## src/hw/rtl/epcm_pkg.sv

```systemverilog
package epcm_pkg;

  localparam logic [1:0] CMD_REG  = 2'd0;
  localparam logic [1:0] CMD_TICK = 2'd1;
  localparam logic [1:0] CMD_MEM  = 2'd2;

  localparam logic [3:0] REG_ENV    = 4'd0;
  localparam logic [3:0] REG_PAN    = 4'd1;
  localparam logic [3:0] REG_FRQ_LO = 4'd2;
  localparam logic [3:0] REG_FRQ_HI = 4'd3;
  localparam logic [3:0] REG_LP_LO  = 4'd4;
  localparam logic [3:0] REG_LP_HI  = 4'd5;
  localparam logic [3:0] REG_START  = 4'd6;
  localparam logic [3:0] REG_CTRL   = 4'd7;
  localparam logic [3:0] REG_ENABLE = 4'd8;

  localparam logic CFG_RATE_STEP = 1'b0;
  localparam logic CFG_STEREO    = 1'b1;

  localparam logic [16:0] RATE_RESET = 17'd12098;
  localparam logic [7:0]  LOOP_MARK  = 8'hFF;
  localparam int          MAX_CH     = 8;
  localparam int          STEP_SHIFT = 14;
  localparam int          GAIN_SHIFT = 6;

  typedef enum logic [3:0] {
    ST_IDLE,
    ST_CH,
    ST_RD0,
    ST_RD1,
    ST_SCAN_RD,
    ST_SCAN_CHK,
    ST_FIN_RD,
    ST_FIN_CHK,
    ST_DONE
  } state_e;

  typedef enum logic [1:0] {
    RD_ENTRY,
    RD_LOOP,
    RD_K,
    RD_POS
  } rd_sel_e;

  typedef struct packed {
    logic    clr;
    logic    ld_ch;
    logic    mix;
    logic    set_loop;
    logic    k_inc;
    logic    store_pos;
    logic    store_loop;
    logic    ch_inc;
    logic    out_ld;
    logic    rd_en;
    rd_sel_e rd_sel;
  } cmd_t;

  typedef struct packed {
    logic ch_on;
    logic mark;
    logic scan_more;
    logic last_ch;
    logic out_free;
  } sts_t;

endpackage

```

## src/hw/rtl/epcm_ctrl.sv

```systemverilog
module epcm_ctrl import epcm_pkg::*; (
  input  logic       clk_i,
  input  logic       rst_ni,
  input  logic       in_valid_i,
  input  logic [1:0] in_cmd_i,
  output logic       in_ready_o,
  input  sts_t       sts_i,
  output cmd_t       cmd_o
);

  state_e state_q, state_d;

  always_ff @(posedge clk_i or negedge rst_ni) begin
    if (!rst_ni) begin
      state_q <= ST_IDLE;
    end else begin
      state_q <= state_d;
    end
  end

  assign in_ready_o = (state_q == ST_IDLE);

  always_comb begin
    state_d = state_q;
    case (state_q)
      ST_IDLE: begin
        if (in_valid_i && in_cmd_i == CMD_TICK) state_d = ST_CH;
      end
      ST_CH: begin
        if (sts_i.ch_on) state_d = ST_RD0;
        else if (sts_i.last_ch) state_d = ST_DONE;
      end
      ST_RD0: state_d = sts_i.mark ? ST_RD1 : ST_SCAN_RD;
      ST_RD1: begin
        if (!sts_i.mark) state_d = ST_SCAN_RD;
        else state_d = sts_i.last_ch ? ST_DONE : ST_CH;
      end
      ST_SCAN_RD:  state_d = sts_i.scan_more ? ST_SCAN_CHK : ST_FIN_RD;
      ST_SCAN_CHK: state_d = sts_i.mark ? ST_FIN_RD : ST_SCAN_RD;
      ST_FIN_RD:   state_d = ST_FIN_CHK;
      ST_FIN_CHK:  state_d = sts_i.last_ch ? ST_DONE : ST_CH;
      ST_DONE: begin
        if (sts_i.out_free) state_d = ST_IDLE;
      end
      default: state_d = ST_IDLE;
    endcase
  end

  always_comb begin
    cmd_o = '0;
    cmd_o.rd_sel = RD_POS;
    case (state_q)
      ST_IDLE: begin
        cmd_o.clr = in_valid_i && in_cmd_i == CMD_TICK;
      end
      ST_CH: begin
        cmd_o.ld_ch  = sts_i.ch_on;
        cmd_o.rd_en  = sts_i.ch_on;
        cmd_o.rd_sel = RD_ENTRY;
        cmd_o.ch_inc = !sts_i.ch_on && !sts_i.last_ch;
      end
      ST_RD0: begin
        cmd_o.mix      = !sts_i.mark;
        cmd_o.set_loop = sts_i.mark;
        cmd_o.rd_en    = sts_i.mark;
        cmd_o.rd_sel   = RD_LOOP;
      end
      ST_RD1: begin
        cmd_o.mix       = !sts_i.mark;
        cmd_o.store_pos = sts_i.mark;
        cmd_o.ch_inc    = sts_i.mark && !sts_i.last_ch;
      end
      ST_SCAN_RD: begin
        cmd_o.rd_en  = sts_i.scan_more;
        cmd_o.rd_sel = RD_K;
      end
      ST_SCAN_CHK: begin
        cmd_o.set_loop = sts_i.mark;
        cmd_o.k_inc    = !sts_i.mark;
      end
      ST_FIN_RD: begin
        cmd_o.rd_en  = 1'b1;
        cmd_o.rd_sel = RD_POS;
      end
      ST_FIN_CHK: begin
        cmd_o.store_pos  = 1'b1;
        cmd_o.store_loop = sts_i.mark;
        cmd_o.ch_inc     = !sts_i.last_ch;
      end
      ST_DONE: begin
        cmd_o.out_ld = sts_i.out_free;
      end
      default: ;
    endcase
  end

  // a marker byte never gets mixed
  assert property (@(posedge clk_i) disable iff (!rst_ni) cmd_o.mix |-> !sts_i.mark)
    else $error("mix on loop marker");
  // an exhausted scan always goes to the final position check
  assert property (@(posedge clk_i) disable iff (!rst_ni)
    (state_q == ST_SCAN_RD && !sts_i.scan_more) |=> state_q == ST_FIN_RD)
    else $error("scan exit lost");
  // loading the result ends the tick
  assert property (@(posedge clk_i) disable iff (!rst_ni) cmd_o.out_ld |=> state_q == ST_IDLE)
    else $error("result load outside tick end");

endmodule

```

## config.mk

```make
export PLATFORM = sky130hd
export DESIGN_NAME = epcm_ctrl
export DESIGN_NICKNAME = d
export VERILOG_FILES = /design/src/hw/rtl/epcm_pkg.sv /design/src/hw/rtl/epcm_ctrl.sv
export SDC_FILE = /design/constraint.sdc
export NUM_CORES = 1
export LEC_CHECK = 0
export BUFFER_PORTS_ARGS = -buffer_cell sky130_fd_sc_hd__buf_2
export CAP_MARGIN = 25
export CORE_MARGIN = 4
export CORE_UTILIZATION = 25
export CTS_BUF_LIST = sky130_fd_sc_hd__clkbuf_8
export DETAILED_ROUTE_END_ITERATION = 10
export SKIP_CTS_REPAIR_TIMING = 1
export SYNTH_ARGS = -nofsm -noshare
export SYNTH_HDL_FRONTEND = slang
export SYNTH_SLANG_ARGS = --single-unit
```

## constraint.sdc

```tcl
create_clock -name clk_i -period 2.61 [get_ports clk_i]
set_input_delay 0.261 -clock clk_i [delete_from_list [all_inputs] [get_ports clk_i]]
set_output_delay 0.261 -clock clk_i [all_outputs]
set_load 0.05 [all_outputs]
```

# Yosys cells after proc, flatten, opt, wreduce, memory -nomap -nowiden
# Index checks and enable logic that the tools add are counted.
# word_totals
out_inout_bits	13
in_bits	10
reg_bits	4
wordCells	43
# classes
n_eq_ne	12
n_mux	20
reduce_logical	10
# op_table
cell	count
case mux 4 bit (9 select lines)	1
2-to-1 mux 4 bit	6
== test 4 x 3 -> 1 bit (second input constant)	4
case mux 3 bit (4 select lines)	1
== test 4 x 2 -> 1 bit (second input constant)	2
2-to-1 mux 1 bit	7
== test 4 x 1 -> 1 bit (second input constant)	1
== test 4 bit (second input constant)	1
logical NOT 4 bit	1
2-to-1 mux 2 bit	2
OR reduction 2 bit	2
logical AND 1 bit	3
logical NOT 1 bit	3
2-to-1 mux 3 bit	1
!= test 3 bit (second input constant)	1
case mux 1 bit (3 select lines)	1
AND reduction 3 bit	1
== test 2 x 1 -> 1 bit (second input constant)	1
!= test 2 x 1 -> 1 bit (second input constant)	1
!= test 2 bit (second input constant)	1
case mux 1 bit (2 select lines)	1

# Logic depth before layout (Yosys ltp)
# Gate-level depths: netlist of run 1.
# logic_depth
ltp_word	4
depth_mapped	4

# Worst setup path after synthesis of run 1
# OpenSTA, ideal clock, no wires.
# synth_path
path_kind	reg2out
from	reg state_q[1]
to	out cmd_o[11] (netlist name)
slack_ns	-0.460
required_ns	2.349
path_buffers	1
t_arrival_ns	2.809
stages_incl_launch_ff	4
cell_sequence	dfrtp_1 > buf_6 > nor4_2 > nor3b_1
# synth_lines
item	line_no	rtl
start: declaration	epcm_ctrl.sv:11	state_e state_q, state_d;
start signal: assignment	epcm_ctrl.sv:17	state_q <= state_d;
end: declaration	epcm_ctrl.sv:8	output cmd_t cmd_o

==> out/metrics.cfg, run 1 <==
[critical_path]
r2r-start = state_q[1]
crit_type = register to output port
cp_max_fo = 13
worstSetupEndpointType = output port
required_ns = 2.35
crit_path_start = state_q[1]
critPathArrivalTime_ns = 1.67
worstSetupStartpointType = register

[route]
viasPerCell = 5.21
vias = 474
drcViolationCount = 0
post_drt_wl_per_cell_um = 12.5
routed_wl_um = 1130
antenna_left = 0
first_pass_iters = 4
drt_iter0_drc = 9

[power]
cellInternalPower_uw = 375
comb_power_share_pct = 63.8
switchingPower_uw = 497
p_sw_share_pct = 57.0
seq_power_share_pct = 21.2
ir_drop_uv = 609
finalPower_uw = 871
power_leakage_nw = 0.279
p_per_area_nw_per_um2 = 1500
p_clk_share_pct = 15.0

[global_routing]
antenna_found_initial = 0
grt_max_degree = 16
grt_pass1_wl_um = 1930
grt_use_total_pct = 10.3
grt_pass1_vias = 458
grt-ovfl-total = 0

[layout]
largest_register_ffs = 4
nets = 87
diodes = 0
ff_latch_area_um2 = 100
largestRegisters = state_q (4)
n_fill_cell = 171
top_register = state_q
multi_input_area_um2 = 293
drive_above_1_share_pct = 41.3
syn2layout_area_growth_pct = 40.9

[timing]
grt_setup_unrepaired = false
fin_setup_tns_ns = 0
max_freq_mhz = 517
slew_headroom_pct = 66.2
worst_slew_pin_slew_ns = 0.507
finClkSkew_ns = 0.00411
fin_hold_ws_ns = 0.250
fin_crit_ns = 1.93
finalHoldViolCount = 0
finalCritPeriodShare_pct = 74.1
setup-violations-final = 0
setup_ws_ns = 0.676
maxSlewViolCount = 0

[logic_synthesis]
synthAdderAreaFrac_pct = 0
synth-simple-area-share_pct = 48.2
synth-seq-cells = 4
synth-edff-count = 0
synth_xor_area_share_pct = 0
synth_top_area_share_pct = 24.2
ys_top_cells_by_area = dfrtp_1, nor4b_1, nor2b_1, nor2_1, buf_2
synth_cells = 53
synth_compound_area_share_pct = 17.0
syn_area_per_cell_um2 = 7.79
syn_area_um2 = 413
yosysTopAreaCell = dfrtp_1
syn-num-nets = 63
synth_mux_area_share_pct = 2.42
yosysWarningCount = 0
async_flop_share_pct = 100
synth_flop_cell = dfrtp_1
ys_seq_area_share_pct = 24.2
synth_top_family_by_area = simple AND/OR/NAND/NOR gates
synth_cell_types = 29

[place]
io_buffer_count = 22
dp_hpwl_um = 867
place.gp.congestion = 0.808
dpl_worst_slack_ns = 0.912

[floorplanning]
core_um2 = 1540
initial_core_util_pct = 26.8
die_x_um = 48.6
ios = 23
die_area_um2 = 2370
rows = 14
dieHeight_um = 48.6

[clock_network]
cts_max_level = 1
cts_buffers = 3
cts_tree = built
clock_sinks = 4
clk_path_buf_depth = 2
clk_latency_ns = 0.22
clockRootBuffer = clkbuf_8
path_clk_slew_ns = 0.03

[job]
drv_cap = 0

[worst_hold_path]
hold_path_class = primary input to register
hold_path.startpoint = sts_i[0]

[status]
outcome = complete, no violations

[power groups by stage]
stage,clock network [mW],registers (mW),logic (mW)
floorplan,0,0.111,0.536
detailed placement,0,0.184,0.560
CTS,0.133,0.185,0.562
global route,0.140,0.192,0.603
finish,0.130,0.185,0.556
global placement,0,0.180,0.560
[layer usage]
metal  wire [um]  vias up  global-route usage, %
met4          23        0                   6.73
met5           0        -                      0
met2         517       21                   15.9
li1            -      237                      -
met1         513      213                   12.1
met3          77        3                   3.07
[per-stage QoR]
step                      cells  area [um2]  util (%)
after detailed placement     87         531      34.4
final                        91         582      37.7
after floorplan              53         427         -
after global placement       87         531      34.4
after global routing         91         582      37.7
after CTS                    90         572      37.1
[placed cells by master (no fill, tap or decap), types with 2 or more instances in the layout]
master | Yosys | routed
nor3_1 | 3 | 3
nor2_1 | 6 | 6
o21ai_1 | 3 | 3
nor2b_1 | 4 | 4
nand2_1 | 3 | 3
clkbuf_8 | 0 | 3
nand2b_1 | 2 | 2
buf_2 | 3 | 22
dfrtp_1 | 4 | 4
a21oi_1 | 2 | 2
nor4b_1 | 3 | 3
[worst paths after layout]
kind	slack, ns	cells after the start	to
min	0.25	2	state_q[3]
max	0.68	4	cmd_o[2]
max reg2reg	1.08	3	state_q[0]
min reg2reg	0.78	2	state_q[2]
min in group asynchronous	0.38	2	state_q[1]
max in group asynchronous	2.11	2	state_q[3]
[worst max-delay path, cell delays in order, from the launching register on]
cell and delay, ns:
dfrtp_1 0.57, and2b_4 0.26, and3_1 0.19, or2_1 0.22, buf_2 0.21
[cell families after synthesis]
logic type | after synthesis
and+or+nand+nor | 31
AOI/OAI and AO/OA | 11
buffers and inverters | 6
DFF | 4
muxes | 1
[Yosys cell counts (2+ instances only)]
library cell	n
nor2b_1	4
nor3_1	3
nand2_1	3
nor4b_1	3
dfrtp_1	4
nand2b_1	2
nor3b_1	2
buf_2	3
o21ai_1	3
nor2_1	6
a21oi_1	2
[layout make-up]
| cell class | count | share of cell area [%] |
|---|---|---|
| repair buffers | 23 | 20.6 |
| clock buffers | 3 | 7.10 |
| flip-flops and latches | 4 | 17.2 |
| multi-input cells | 43 | 50.3 |
| well taps | 16 | 3.44 |
| inverters | 2 | 1.29 |
(Power assumes the default switching activity.)
==> run 2: changes to the inputs <==
==> constraint.sdc (replaced) <==
create_clock -name clk_i -period 1.6 [get_ports clk_i]
set_input_delay 0.16 -clock clk_i [delete_from_list [all_inputs] [get_ports clk_i]]
set_output_delay 0.16 -clock clk_i [all_outputs]
set_load 0.05 [all_outputs]
==> out/metrics.cfg, run 2 (synthesis results as in run 1) <==
[layout]
top_register = state_q
nets = 96  ; +10%
largestRegisters = state_q (4)
n_fill_cell = 151  ; -12%
final_common_cell = buf_2
largest_register_ffs = 4  ; unchanged
syn2layout_area_growth_pct = 85.8
final_cells = 100  ; +9.9%
diodes = 0  ; unchanged
final_cell_mix = buf_2, buf_4, nor2_1
drive_above_1_share_pct = 60.7  ; +19 points
post-route-util_pct = 49.8  ; +12 points
finalInstanceArea_um2 = 767  ; +32%

[critical_path]
path_delay_family = simple AND/OR/NAND/NOR gates
required_ns = 1.44  ; -0.91 ns
worstSetupEndpointType = output port
crit_chain = and2b_4 -> and3_2 -> or2_4 -> buf_6
critPathArrivalTime_ns = 1.47  ; -0.20 ns
worstSetupStartpointType = register
cp_num_cells = 4  ; unchanged
cp_max_fo = 6  ; -7
critPathBufInv = 1  ; unchanged
slowest_delay_ns = 0.45  ; -0.12 ns
crit_type = register to output port
crit_path_start = state_q[0]
endpoint = cmd_o[2]
reg2reg_depth = 3  ; unchanged
r2r_end = state_q[0]
r2r-start = state_q[2]
cp_slowest_cell = dfrtp_2
rrSetupSlack_ns = 0.24  ; -0.84 ns

[timing]
worst_slew_pin_slew_ns = 0.270  ; -0.237 ns
finalHoldViolCount = 0  ; unchanged
slew_headroom_pct = 81.8  ; +16 points
finalCritPeriodShare_pct = 102
setup-violations-final = 2  ; +2
setup_ws_ns = -0.0349  ; -0.710 ns
fin_crit_ns = 1.63
fin_setup_tns_ns = -0.0358  ; -0.0358 ns
grt_setup_unrepaired = true
fin_hold_ws_ns = 0.136  ; -0.114 ns
finClkSkew_ns = 0.00123  ; -0.00288 ns
max_freq_mhz = 612
maxSlewViolCount = 0  ; unchanged

[clock_network]
clk_path_buf_depth = 2  ; unchanged
cts_buffers = 3  ; unchanged
clockRootBuffer = clkbuf_8
clock_sinks = 4  ; unchanged
path_clk_slew_ns = 0.03  ; about the same
cts_max_level = 1  ; unchanged
cts_tree = built
clk_latency_ns = 0.21  ; about the same

[floorplanning]
dieHeight_um = 48.6  ; unchanged
ios = 23  ; unchanged
initial_core_util_pct = 26.8  ; unchanged
die_area_um2 = 2370  ; unchanged
die_x_um = 48.6  ; unchanged
core_um2 = 1540  ; unchanged
rows = 14  ; unchanged

[power]
ir_drop_uv = 995  ; +64%
cellInternalPower_uw = 843  ; +120%
finalPower_mw = 1.76  ; +100%
p_sw_share_pct = 52.2  ; -4.8 points
seq_power_share_pct = 13.2  ; -8.0 points
power_leakage_nw = 0.343  ; +23%
p_clk_share_pct = 11.7  ; -3.3 points
comb_power_share_pct = 75.0  ; +11 points
p_per_area_nw_per_um2 = 2300  ; +53%
switchingPower_uw = 920  ; +85%

[global_routing]
grt_use_total_pct = 9.51  ; -0.75 points
grt_pass1_vias = 452  ; -1.3%
grt_max_degree = 13  ; -3
grt_pass1_wl_um = 1900  ; -1.4%
grt-ovfl-total = 0  ; unchanged
antenna_found_initial = 0  ; unchanged

[route]
post_drt_wl_per_cell_um = 12.9  ; +3.6%
vias = 511  ; +7.8%
routed_wl_um = 1290  ; +14%
viasPerCell = 5.11  ; -1.9%
antenna_left = 0  ; unchanged
drcViolationCount = 0  ; unchanged
first_pass_iters = 4  ; unchanged
drt_iter0_drc = 3  ; -6

[status]
violations = negative setup slack
outcome = finished, violations left

[worst_hold_path]
min_path_cells = 2  ; unchanged
hold_path_class = primary input to register

[job]
drv_cap = 0  ; unchanged

[place]
place.gp.congestion = 0.718  ; -11%
io_buffer_count = 22  ; unchanged
place_inst = 91  ; +4.6%
dpl_worst_slack_ns = 0.0495  ; -0.863 ns
dp_hpwl_um = 924  ; +6.5%
placed_area_um2 = 621  ; +17%

-- run 2: cell count changes in the layout (fill, tap and decap cells not counted), moves of 2 or more --
cell / before / now
dfrtp_1: 4 / 1
buf_6: 0 / 5
clkbuf_4: 0 / 2
dfrtp_2: 0 / 3
nor4b_1: 3 / 0
buf_4: 0 / 9
buf_2: 22 / 14
nor4b_4: 0 / 3
-- run 2: worst min-delay path by stage --
stage | end | from
finish | state_q[3] | sts_i[0]
global route | state_q[3] | sts_i[0]
CTS | state_q[2] | rst_ni
detailed placement | state_q[3] | rst_ni
global placement | state_q[1] | rst_ni
floorplan | state_q[0] | rst_ni
-- run 2: power by group through the flow --
stage	sequential [mW]	combinational, mW	clock (mW)
3_5_place_dp	0.255	1.10	0
5_1_grt	0.236	1.41	0.217
3_3_place_gp	0.253	1.10	0
4_1_cts	0.253	1.11	0.215
2_1_floorplan	0.184	0.980	0
6_report	0.233	1.32	0.207
-- run 2: routing by layer --
metal / GRT usage (%) / share of wire (%)
met5: 0 / 0
met4: 4.04 / 0
met3: 1.84 / 4.8
met2: 15.2 / 52
met1: 12.3 / 44
-- run 2: worst reg2reg max path: cells and delay by family, from the launching register on --
family,cells,cell delay (ns)
AOI/OAI and AO/OA,1,0.18
DFF,1,0.43
and+or+nand+nor,2,0.64
-- run 2: final cells by class --
type | count | area, um2 | area share [%]
Multi-Input combinational cell | 43 | 368 | 48.0
Sequential cell | 4 | 104 | 13.5
Tap cell | 16 | 20.0 | 2.61
Inverter | 2 | 10.0 | 1.31
Timing Repair Buffer | 32 | 224 | 29.2
Clock buffer | 3 | 41.3 | 5.38
